`src/hdl/lcg48_pkg.sv`:
```
// Shared types, constants and helpers for the 48-bit LCG generator.
package lcg48_pkg;

    localparam int SEED_W      = 48;
    localparam int DIV_W       = 31;
    localparam int MUL_CHUNK_W = 12;
    localparam int MUL_CHUNKS  = 3;
    localparam int MUL_CNT_W   = $clog2(MUL_CHUNKS);

    localparam logic [SEED_W-1:0] LCG_MULT = 48'h0005_DEEC_E66D;
    localparam logic [SEED_W-1:0] LCG_INC  = 48'h0000_0000_000B;

    localparam logic [2:0] FUNC_BITS     = 3'd0;
    localparam logic [2:0] FUNC_BOUNDED  = 3'd1;
    localparam logic [2:0] FUNC_LONG     = 3'd2;
    localparam logic [2:0] FUNC_DOUBLE   = 3'd3;
    localparam logic [2:0] FUNC_SET_SEED = 3'd4;
    localparam logic [2:0] FUNC_GET_SEED = 3'd5;

    typedef struct packed {
        logic [2:0]         func;
        logic [5:0]         bit_count;
        logic signed [31:0] bound;
        logic [47:0]        new_seed;
    } req_t;

    typedef struct packed {
        logic signed [63:0] value;
        logic               error;
    } rsp_t;

    // One slice of the multiplier constant per multiply step.
    function automatic logic [MUL_CHUNK_W-1:0] mult_chunk(input logic [MUL_CNT_W-1:0] idx);
        logic [MUL_CHUNK_W-1:0] c;
        case (idx)
            2'd0:    c = LCG_MULT[11:0];
            2'd1:    c = LCG_MULT[23:12];
            2'd2:    c = LCG_MULT[35:24];
            default: c = '0;
        endcase
        return c;
    endfunction

endpackage

```
`src/hdl/lcg48_mul.sv`:
```
// Multi-cycle LCG advance: seed * multiplier + increment, mod 2^48, one slice a cycle.
module lcg48_mul
    import lcg48_pkg::*;
(
    input  logic              clk,
    input  logic              rst_n,
    input  logic              start,
    input  logic [SEED_W-1:0] seed_in,
    output logic              done,
    output logic [SEED_W-1:0] seed_out
);

    localparam int PROD_W = SEED_W + MUL_CHUNK_W;

    logic                 busy_reg, busy_next;
    logic                 done_reg, done_next;
    logic [MUL_CNT_W-1:0] cnt_reg, cnt_next;
    logic [SEED_W-1:0]    acc_reg, acc_next;
    logic [SEED_W-1:0]    src_reg, src_next;
    logic [PROD_W-1:0]    prod;

    always_comb
    begin
        prod      = PROD_W'(src_reg) * PROD_W'(mult_chunk(cnt_reg));
        busy_next = busy_reg;
        done_next = 1'b0;
        cnt_next  = cnt_reg;
        acc_next  = acc_reg;
        src_next  = src_reg;
        if (start)
        begin
            busy_next = 1'b1;
            cnt_next  = '0;
            acc_next  = LCG_INC;
            src_next  = seed_in;
        end
        else if (busy_reg)
        begin
            // accumulate this slice, shift the seed up for the next one
            acc_next = acc_reg + prod[SEED_W-1:0];
            src_next = src_reg << MUL_CHUNK_W;
            cnt_next = cnt_reg + 1'b1;
            if (cnt_reg == MUL_CNT_W'(MUL_CHUNKS - 1))
            begin
                busy_next = 1'b0;
                done_next = 1'b1;
            end
        end
    end

    always_ff @(posedge clk or negedge rst_n)
    begin
        if (!rst_n)
        begin
            busy_reg <= 1'b0;
            done_reg <= 1'b0;
            cnt_reg  <= '0;
        end
        else
        begin
            busy_reg <= busy_next;
            done_reg <= done_next;
            cnt_reg  <= cnt_next;
        end
    end

    always_ff @(posedge clk)
    begin
        acc_reg <= acc_next;
        src_reg <= src_next;
    end

    assign done     = done_reg;
    assign seed_out = acc_reg;

endmodule

```
`src/hdl/lcg48_rem.sv`:
```
// Restoring remainder unit, one quotient bit a cycle.
module lcg48_rem
    import lcg48_pkg::*;
(
    input  logic             clk,
    input  logic             rst_n,
    input  logic             start,
    input  logic [DIV_W-1:0] dividend,
    input  logic [DIV_W-1:0] divisor,
    output logic             done,
    output logic [DIV_W-1:0] remainder
);

    localparam int CNT_W = $clog2(DIV_W);

    logic             busy_reg, busy_next;
    logic             done_reg, done_next;
    logic [CNT_W-1:0] cnt_reg, cnt_next;
    logic [DIV_W-1:0] rem_reg, rem_next;
    logic [DIV_W-1:0] dvd_reg, dvd_next;
    logic [DIV_W-1:0] dsr_reg, dsr_next;
    logic [DIV_W:0]   trial;
    logic [DIV_W:0]   diff;

    always_comb
    begin
        trial     = {rem_reg, dvd_reg[DIV_W-1]};
        diff      = trial - {1'b0, dsr_reg};
        busy_next = busy_reg;
        done_next = 1'b0;
        cnt_next  = cnt_reg;
        rem_next  = rem_reg;
        dvd_next  = dvd_reg;
        dsr_next  = dsr_reg;
        if (start)
        begin
            busy_next = 1'b1;
            cnt_next  = '0;
            rem_next  = '0;
            dvd_next  = dividend;
            dsr_next  = divisor;
        end
        else if (busy_reg)
        begin
            // keep the difference when the trial covers the divisor
            rem_next = (trial >= {1'b0, dsr_reg}) ? diff[DIV_W-1:0] : trial[DIV_W-1:0];
            dvd_next = dvd_reg << 1;
            cnt_next = cnt_reg + 1'b1;
            if (cnt_reg == CNT_W'(DIV_W - 1))
            begin
                busy_next = 1'b0;
                done_next = 1'b1;
            end
        end
    end

    always_ff @(posedge clk or negedge rst_n)
    begin
        if (!rst_n)
        begin
            busy_reg <= 1'b0;
            done_reg <= 1'b0;
            cnt_reg  <= '0;
        end
        else
        begin
            busy_reg <= busy_next;
            done_reg <= done_next;
            cnt_reg  <= cnt_next;
        end
    end

    always_ff @(posedge clk)
    begin
        rem_reg <= rem_next;
        dvd_reg <= dvd_next;
        dsr_reg <= dsr_next;
    end

    assign done      = done_reg;
    assign remainder = rem_reg;

endmodule

```
`src/hdl/lcg48_uniform_generator.sv`:
```
// Top level of the 48-bit LCG uniform generator: request sequencer and output register.
//
// Requests arrive on req/req_valid/req_ready, one result leaves on rsp/rsp_valid/rsp_ready
// for every request. req.func picks top bits, bounded integer, long, 53-bit fraction,
// raw seed load or seed read. One request is in work at a time; req_ready is high only
// while the sequencer is idle, which starts in the same cycle a result enters the output
// register. Each draw runs the shared multiply unit for three slice steps. Top bits and a
// power-of-two bound take one draw, long and fraction two; seed load, seed read, unused
// codes and a bound at or below zero take none. A bounded request with a bound that is
// not a power of two runs the remainder unit after every draw and retries while the
// draw falls into the rejected top range.
// seed_we/seed_wdata loads the state with the value xored with the multiplier; write it
// only while no request is in work.
// Reset puts the scrambled zero seed in the state and empties the output register.
// A finished result waits in the output register while the receiver stalls; the next
// request is taken meanwhile and its result is held, with req_ready low, until the
// register frees.
module lcg48_uniform_generator
    import lcg48_pkg::*;
(
    input  logic              clk,
    input  logic              rst_n,
    input  logic              req_valid,
    output logic              req_ready,
    input  req_t              req,
    output logic              rsp_valid,
    input  logic              rsp_ready,
    output rsp_t              rsp,
    input  logic              seed_we,
    input  logic [SEED_W-1:0] seed_wdata
);

    typedef enum logic [3:0] {
        S_IDLE   = 4'b0001,
        S_DRAW   = 4'b0010,
        S_REM    = 4'b0100,
        S_FINISH = 4'b1000
    } state_t;

    state_t            state_reg, state_next;
    logic [SEED_W-1:0] lcg_state_reg, lcg_state_next;
    logic              rsp_valid_reg, rsp_valid_next;
    rsp_t              rsp_reg, rsp_next;
    rsp_t              res_reg, res_next;
    logic [2:0]        func_reg, func_next;
    logic [5:0]        nb_reg, nb_next;
    logic [31:0]       bound_reg, bound_next;
    logic              phase_reg, phase_next;
    logic [31:0]       hi_reg, hi_next;
    logic [DIV_W-1:0]  b_reg, b_next;

    logic              mul_start, mul_done;
    logic [SEED_W-1:0] mul_seed_in, mul_seed_out;
    logic              rem_start, rem_done;
    logic [DIV_W-1:0]  rem_out;

    logic [5:0]        nb_sel;
    logic [5:0]        shamt;
    logic [31:0]       word;
    logic [63:0]       pow_prod;
    logic [31:0]       chk;
    logic              pow2;

    lcg48_mul u_mul (
        .clk      (clk),
        .rst_n    (rst_n),
        .start    (mul_start),
        .seed_in  (mul_seed_in),
        .done     (mul_done),
        .seed_out (mul_seed_out)
    );

    lcg48_rem u_rem (
        .clk       (clk),
        .rst_n     (rst_n),
        .start     (rem_start),
        .dividend  (word[DIV_W-1:0]),
        .divisor   (bound_reg[DIV_W-1:0]),
        .done      (rem_done),
        .remainder (rem_out)
    );

    assign req_ready = (state_reg == S_IDLE);

    always_comb
    begin
        unique case (func_reg)
            FUNC_BITS:    nb_sel = nb_reg;
            FUNC_LONG:    nb_sel = 6'd32;
            FUNC_DOUBLE:  nb_sel = phase_reg ? 6'd27 : 6'd26;
            default:      nb_sel = 6'd31;
        endcase
        shamt    = 6'(SEED_W) - nb_sel;
        word     = 32'(mul_seed_out >> shamt);
        pow_prod = {32'b0, bound_reg} * {32'b0, word};
        pow2     = ((bound_reg & (bound_reg - 32'd1)) == 32'd0);
        chk      = {1'b0, b_reg} - {1'b0, rem_out} + bound_reg - 32'd1;
        // chain a second draw straight from the fresh seed
        mul_seed_in = mul_done ? mul_seed_out : lcg_state_reg;
    end

    always_comb
    begin
        state_next     = state_reg;
        lcg_state_next = lcg_state_reg;
        rsp_valid_next = rsp_valid_reg && !rsp_ready;
        rsp_next       = rsp_reg;
        res_next       = res_reg;
        func_next      = func_reg;
        nb_next        = nb_reg;
        bound_next     = bound_reg;
        phase_next     = phase_reg;
        hi_next        = hi_reg;
        b_next         = b_reg;
        mul_start      = 1'b0;
        rem_start      = 1'b0;

        unique case (state_reg)
            S_IDLE:
            begin
                if (req_valid)
                begin
                    func_next  = req.func;
                    bound_next = req.bound;
                    phase_next = 1'b0;
                    if (req.bit_count == 6'd0)
                        nb_next = 6'd1;
                    else if (req.bit_count > 6'd32)
                        nb_next = 6'd32;
                    else
                        nb_next = req.bit_count;
                    res_next = '0;
                    unique case (req.func)
                        FUNC_BITS, FUNC_LONG, FUNC_DOUBLE:
                        begin
                            mul_start  = 1'b1;
                            state_next = S_DRAW;
                        end
                        FUNC_BOUNDED:
                        begin
                            if (req.bound[31] || req.bound == 32'sd0)
                            begin
                                res_next.error = 1'b1;
                                state_next     = S_FINISH;
                            end
                            else
                            begin
                                mul_start  = 1'b1;
                                state_next = S_DRAW;
                            end
                        end
                        FUNC_SET_SEED:
                        begin
                            lcg_state_next = req.new_seed;
                            state_next     = S_FINISH;
                        end
                        FUNC_GET_SEED:
                        begin
                            res_next.value = 64'(lcg_state_reg);
                            state_next     = S_FINISH;
                        end
                        default:
                        begin
                            state_next = S_FINISH;
                        end
                    endcase
                end
            end
            S_DRAW:
            begin
                if (mul_done)
                begin
                    lcg_state_next = mul_seed_out;
                    res_next       = '0;
                    unique case (func_reg)
                        FUNC_BITS:
                        begin
                            res_next.value = {{32{word[31]}}, word};
                            state_next     = S_FINISH;
                        end
                        FUNC_BOUNDED:
                        begin
                            if (pow2)
                            begin
                                res_next.value = {31'b0, pow_prod[63:31]};
                                state_next     = S_FINISH;
                            end
                            else
                            begin
                                b_next     = word[DIV_W-1:0];
                                rem_start  = 1'b1;
                                state_next = S_REM;
                            end
                        end
                        FUNC_LONG, FUNC_DOUBLE:
                        begin
                            if (!phase_reg)
                            begin
                                // hold the first word, draw the second
                                hi_next    = word;
                                phase_next = 1'b1;
                                mul_start  = 1'b1;
                            end
                            else
                            begin
                                if (func_reg == FUNC_LONG)
                                    res_next.value = {hi_reg, 32'b0} + {{32{word[31]}}, word};
                                else
                                    res_next.value = {11'b0, hi_reg[25:0], word[26:0]};
                                state_next = S_FINISH;
                            end
                        end
                        default:
                        begin
                            state_next = S_FINISH;
                        end
                    endcase
                end
            end
            S_REM:
            begin
                if (rem_done)
                begin
                    if (chk[31])
                    begin
                        // reject the draw and advance again
                        mul_start  = 1'b1;
                        state_next = S_DRAW;
                    end
                    else
                    begin
                        res_next       = '0;
                        res_next.value = 64'(rem_out);
                        state_next     = S_FINISH;
                    end
                end
            end
            S_FINISH:
            begin
                if (!rsp_valid_reg || rsp_ready)
                begin
                    rsp_valid_next = 1'b1;
                    rsp_next       = res_reg;
                    state_next     = S_IDLE;
                end
            end
            default:
            begin
                state_next = S_IDLE;
            end
        endcase

        if (seed_we)
            lcg_state_next = seed_wdata ^ LCG_MULT;
    end

    always_ff @(posedge clk or negedge rst_n)
    begin
        if (!rst_n)
        begin
            state_reg     <= S_IDLE;
            lcg_state_reg <= LCG_MULT;
            rsp_valid_reg <= 1'b0;
        end
        else
        begin
            state_reg     <= state_next;
            lcg_state_reg <= lcg_state_next;
            rsp_valid_reg <= rsp_valid_next;
        end
    end

    always_ff @(posedge clk)
    begin
        rsp_reg   <= rsp_next;
        res_reg   <= res_next;
        func_reg  <= func_next;
        nb_reg    <= nb_next;
        bound_reg <= bound_next;
        phase_reg <= phase_next;
        hi_reg    <= hi_next;
        b_reg     <= b_next;
    end

    assign rsp_valid = rsp_valid_reg;
    assign rsp       = rsp_reg;

`ifndef SYNTHESIS
    a_mul_done_in_draw: assert property (@(posedge clk) disable iff (!rst_n)
        mul_done |-> state_reg == S_DRAW)
        else $error("multiply result outside draw state");

    a_rem_done_in_rem: assert property (@(posedge clk) disable iff (!rst_n)
        rem_done |-> state_reg == S_REM)
        else $error("remainder result outside remainder state");

    a_busy_after_transfer: assert property (@(posedge clk) disable iff (!rst_n)
        req_valid && req_ready |=> state_reg != S_IDLE)
        else $error("sequencer idle after request transfer");

    a_finish_loads_output: assert property (@(posedge clk) disable iff (!rst_n)
        state_reg == S_FINISH && (!rsp_valid || rsp_ready) |=> rsp_valid && state_reg == S_IDLE)
        else $error("finished result not moved to output register");
`endif

endmodule

```
`config.mk`:
```
export PLATFORM = sky130hd
export DESIGN_NAME = lcg48_uniform_generator
export DESIGN_NICKNAME = d
export VERILOG_FILES = /design/src/hdl/lcg48_pkg.sv /design/src/hdl/lcg48_mul.sv /design/src/hdl/lcg48_rem.sv /design/src/hdl/lcg48_uniform_generator.sv
export SDC_FILE = /design/constraint.sdc
export NUM_CORES = 2
export LEC_CHECK = 0
export ABC_AREA = 1
export BUFFER_PORTS_ARGS = -buffer_cell sky130_fd_sc_hd__buf_2
export CORE_UTILIZATION = 53
export CTS_CLUSTER_SIZE = 12
export DETAILED_ROUTE_END_ITERATION = 8
export GPL_TIMING_DRIVEN = 0
export PLACE_DENSITY_LB_ADDON = 0.05
export SLEW_MARGIN = 10
export SYNTH_ARGS = -nofsm -noshare
export SYNTH_HDL_FRONTEND = slang
export SYNTH_SLANG_ARGS = --single-unit
```
`constraint.sdc`:
```
create_clock -name clk -period 14.08 [get_ports clk]
set_input_delay 2.816 -clock clk [delete_from_list [all_inputs] [get_ports clk]]
set_output_delay 2.816 -clock clk [all_outputs]
set_load 0.02 [all_outputs]
```
### Yosys cells after proc, flatten, opt, wreduce, memory -nomap -nowiden

Index checks and enable logic that the tools add are counted.
Widths: inputs -> output; s select.

* flip-flop bits (word level): 488
* output and inout port bits: 67
* logic and storage cells: 167
* bits of input ports: 142

* add/subtract/negate cells: 10
* equal/unequal tests: 24
* shift-type cells: 1
* magnitude comparators: 2
* reduce and logical (&&, ||, !) cells: 27
* multiplexer cells: 72
* multipliers: 2
* bitwise logic cells: 4

Operators by type and width (number)
* $mux 48: 7
* $mux 65: 4
* $pmux 65 s3: 1
* $pmux 64 s3: 1
* $mux 64: 2
* $pmux 48 s2: 1
* $mux 31: 3
* $add 64x64->64: 1
* $logic_not 32->1: 2
* $mul 32x32->64: 1
* $sub 32x1->32 const B: 2
* $add 48x48->48: 1
* $mul 48x12->48: 1
* $shr 48x6->32: 1
* $pmux 12 s3: 1
* $mux 33: 1
* $add 32x32->32: 1
* $and 32x32->32: 1
* $ge 32x31->1: 1
* $mux 4: 8
* $sub 31x31->32: 1
* $mux 1: 31
* $sub 31x31->31: 1
* $not 23->23: 1
* 42 further kinds: 67

### Logic depth before layout (Yosys ltp)

* depth after elaboration: 10
* gate-level depth with buffers: 53
* mapped depth without buffers: 46

### By module

From an unflattened synthesis, not the netlist that was laid out.

* cell total of the unflattened synthesis: 9853
* area, all modules: 78301.3 µm²

Modules (own cells, without submodules)
* lcg48_uniform_generator: instances 1, area an instance 51521.9 µm², cells an instance 6394, seq. area each 8413.1 µm²
* lcg48_mul: instances 1, area an instance 20322.0 µm², cells an instance 2537, seq. area each 2502.4 µm²
* lcg48_rem: instances 1, area an instance 6457.4 µm², cells an instance 922, seq. area each 2657.5 µm²

### Worst setup path before layout

No wires, ideal clock.

* path kind: register to register
* start point: register func_reg[0]
* end point: register res_reg[31] (netlist bit) (data pin)
* data required time: 13.823 ns
* path slack: 4.199 ns
* period minus slack after synthesis: 9.881 ns
* buffers on the path: 8
* arrival time: 9.624 ns
* setup time: 0.257 ns
* cell stages (with the launch flop): 48
* cells stage by stage: edfxtp_1 > buf_4 > a21oi_4 > nand3_4 > inv_2 > buf_2 > ha_1 > buf_2 > inv_1 > buf_2 > buf_2 > clkbuf_1 > clkbuf_1 > nand2_1 > o21ai_0 > nand2_1 > o21ai_0 > nor2_1 > (+12 left out) > fa_1 > fa_1 > fa_1 > inv_1 > fa_1 > inv_1 > ha_1 > a21oi_1 > o21ai_0 > a21o_1 > a21boi_0 > nor2_1 > a2111oi_0 > nand3_1 > nand3_1 > o21ai_1 > nand2_1 > nand2_1

RTL lines
* start, declared: RTL line lcg48_uniform_generator.sv:45 `logic [2:0] func_reg, func_next;`
* start signal, assigned: RTL line lcg48_uniform_generator.sv:277 `func_reg <= func_next;`
* end signal, assigned: RTL line lcg48_uniform_generator.sv:276 `res_reg <= res_next;`
* end, declared: RTL line lcg48_uniform_generator.sv:44 `rsp_t res_reg, res_next;`

==> results_dict.tcl <==
set metrics [dict create \
    status "complete, but fails checks" \
    violations "design-rule violations, max-capacitance violations, max-slew violations" \
    grt_max_degree 66 \
    hold_path.class "register to register" \
    slew_headroom -0.0210 \
    clkTransAtPathRegs_ns 0.07 \
    post_cts_resized 0 \
    required_ns 14.46 \
    avgSynthCellArea_um2 8.33 \
    drive_gt1_frac 0.0575 \
    num_io_pins 209 \
    die_w_um 380 \
    setup_viol_count_final 0 \
    worst-slew-pin-transition_ns 1.52 \
    cts_buffer_depth 3 \
    endpoint "res_reg[25]$_DFFE_PP_" \
    num-fill-cells 13200 \
    port_buffers 208 \
    fin_worst_skew_ns 0.0513 \
    routed_wl_um 321000 \
    yosysWarnings 0 \
    crit_family "adder cells" \
    coreArea_um2 142000 \
    avgRoutedWirePerCell_um 28.4 \
    postCtsSetupRepairBufs 0 \
    fin_crit_sh 0.992 \
    synth_seq_cells 488 \
    end_kind "register" \
    mappedNetlistArea_um2 75600 \
    start_util 0.534 \
    r2r_cells 46 \
    synth-async-reset-ratio 0.131 \
    clock_latency_ns 0.68 \
    num-nets-final 11300 \
    syn_to_final_growth_pct 7.39 \
    cp_slowest_cell "fa_1" \
    viasPerCell 5.85 \
    reg2reg_to "res_reg[25]$_DFFE_PP_" \
    cts-root-buf "clkbuf_16" \
    min_period_ns 13.97 \
    grt.total_usage 0.449 \
    crit_path_start_kind "register" \
    syn-num-nets 11000 \
    hold_viol_final 0 \
    fp-row-count 138 \
    cpPeakStageDelay_ns 0.60 \
    drt_iter0_markers 6987 \
    cp_num_buf_inv 14 \
    syn_inst 9078 \
    slew_violations 3 \
    grt_pass1_wl_um 462000 \
    rrSetupSlack_ns 0.11 \
    worst_path_most_repeated_cell "fa_1" \
    ctsHoldBuffers 0 \
    drc_errors 1 \
    cts_tree "built" \
    cp.arrival_ns 14.35 \
    cts_sinks 488 \
    worstReg2RegStart "func_reg[2]$_DFFE_PP_" \
    gp_congestion 1.06 \
    dp_hpwl_um 270000 \
    detailroute.via_count 66200 \
    setup_tns_ns 0 \
    grt.overflow.total 0 \
    hold_depth 0 \
    htree_levels 2 \
    first_pass_iters 9 \
    rsz0062_at_grt "false" \
    cp.depth 46 \
    ant_nets 0 \
    cp_max_fo 11 \
    ys_types 68 \
    numCtsBuffers 54 \
    die-height_um 380 \
    grt_pass1_vias 67800 \
    max-cap-violations 1 \
    fmax_mhz 71.6 \
    synth-seq-area-share 0.180 \
    synthFlopType "edfxtp_1" \
    antenna_found_initial 21 \
    worstSetupPathType "register to register" \
    crit_start "func_reg[2]$_DFFE_PP_" \
    synth-edff-count 345 \
    die-area_um2 144000 \
]
==> cell type report <==
class	count	area, µm²	share of cell area
antenna	15	37.5	0.000462
buffer	379	1690	0.0208
clock buffer	82	1530	0.0188
clock inverter	20	249	0.00307
inverter	1977	7440	0.0916
multi-input combinational	6234	53000	0.653
sequential	488	13600	0.167
tap	1890	2360	0.0291
timing repair buffer	226	1310	0.0161
==> worst min path at each step <==
stage	slack, ns	end	start
2_1_floorplan	0.40	rsp[0]$_DFFE_PP_	res_reg[0]$_DFFE_PP_
3_3_place_gp	0.40	rsp[18]$_DFFE_PP_	res_reg[18]$_DFFE_PP_
3_5_place_dp	0.40	rsp[45]$_DFFE_PP_	res_reg[45]$_DFFE_PP_
4_1_cts	0.42	rsp[57]$_DFFE_PP_	res_reg[57]$_DFFE_PP_
5_1_grt	0.42	rsp[8]$_DFFE_PP_	res_reg[8]$_DFFE_PP_
6_report	0.42	rsp[57]$_DFFE_PP_	res_reg[57]$_DFFE_PP_
==> through the flow <==
step,hold slack [ns],area [µm²],std cells,utilization,setup WS (ns)
after detailed placement,0.405,79300,11200,0.560,0.361
after global routing,0.420,81100,11300,0.573,0.0359
after CTS,0.418,81100,11300,0.573,0.266
final,0.416,81200,11300,0.573,0.109
after floorplan,0.400,75600,9078,-,4.20
after global placement,0.404,79000,11200,0.558,0.369
==> layer usage <==
metal	track usage	vias up	wire length, µm
met5	0	-	107
met4	0.374	16	33300
met3	0.0914	1168	32200
met2	0.697	4333	142000
met1	0.540	32600	113000
li1	-	28100	-
==> placed cells by master (no fill, tap or decap), types with 13 or more instances in the layout <==
master     count
a31oi_1       37
dfxtp_1       79
a21boi_0      14
nand3_1      172
diode_2       15
a21oi_1      378
inv_2         17
nor3_1        40
o21ai_0      455
nand2_2       27
buf_2        258
a211oi_1      27
dfstp_2       24
or2_2         16
o21a_1        38
ha_1         431
xor2_1        53
buf_4         28
buf_1         25
nand4_1       26
clkbuf_16     56
inv_1       1939
o21ai_1       68
edfxtp_1     345
clkinv_1      19
o21ai_2       28
dfrtp_1       40
nand3b_1      13
a22oi_1       30
nand2_1     1876
o211ai_1      35
clkbuf_1     289
xnor2_1       39
fa_1        1371
nor2_1       932
nor4_1        19
==> worst reg2reg max path, delay by kind of cell, from the launching register on <==
family	cells	cell delay [ns]
fa+ha+maj	10	4.72
buf+inv	14	3.72
simple gates	16	3.06
compound gates	6	1.66
flops	1	0.55
==> cells in the mapped netlist (23+ instances only) <==
library cell  number  area share
clkbuf_1         270       0.013
a31oi_1           37      0.0031
nand4_1           26      0.0022
o21a_1            38      0.0038
edfxtp_1         345        0.14
xor2_1            53      0.0061
o21ai_0          455       0.030
dfxtp_1           79       0.021
dfstp_2           24      0.0083
fa_1            1371        0.36
o21ai_1           68      0.0045
nand2_2           23      0.0019
nor3_1            42      0.0028
xnor2_1           39      0.0045
a21oi_1          379       0.025
inv_1           1941       0.096
a22oi_1           30      0.0030
dfrtp_1           40       0.013
nand3_1          175       0.012
nand2_1         1880       0.093
ha_1             431       0.071
o21ai_2           28      0.0032
buf_1             25      0.0012
o211ai_1          35      0.0035
nor2_1           934       0.046
buf_2             51      0.0034
a211oi_1          27      0.0027
==> cells by family (layout without fill, tap and decap cells) <==
family,count (synthesis),after routing,synth area share
muxes,8,8,0.00106
other,0,15,0
buffers and inverters,2356,2684,0.121
xor gates and xnor gates,95,95,0.0113
DFF,488,488,0.180
AOI/OAI and AO/OA,1172,1172,0.0872
and+or+nand+nor,3157,3157,0.166
adders and majority gates,1802,1802,0.435
Power is left out: the tool's default activity adds up to more than one toggle a clock period on the data nets, which glitch-free logic cannot reach.
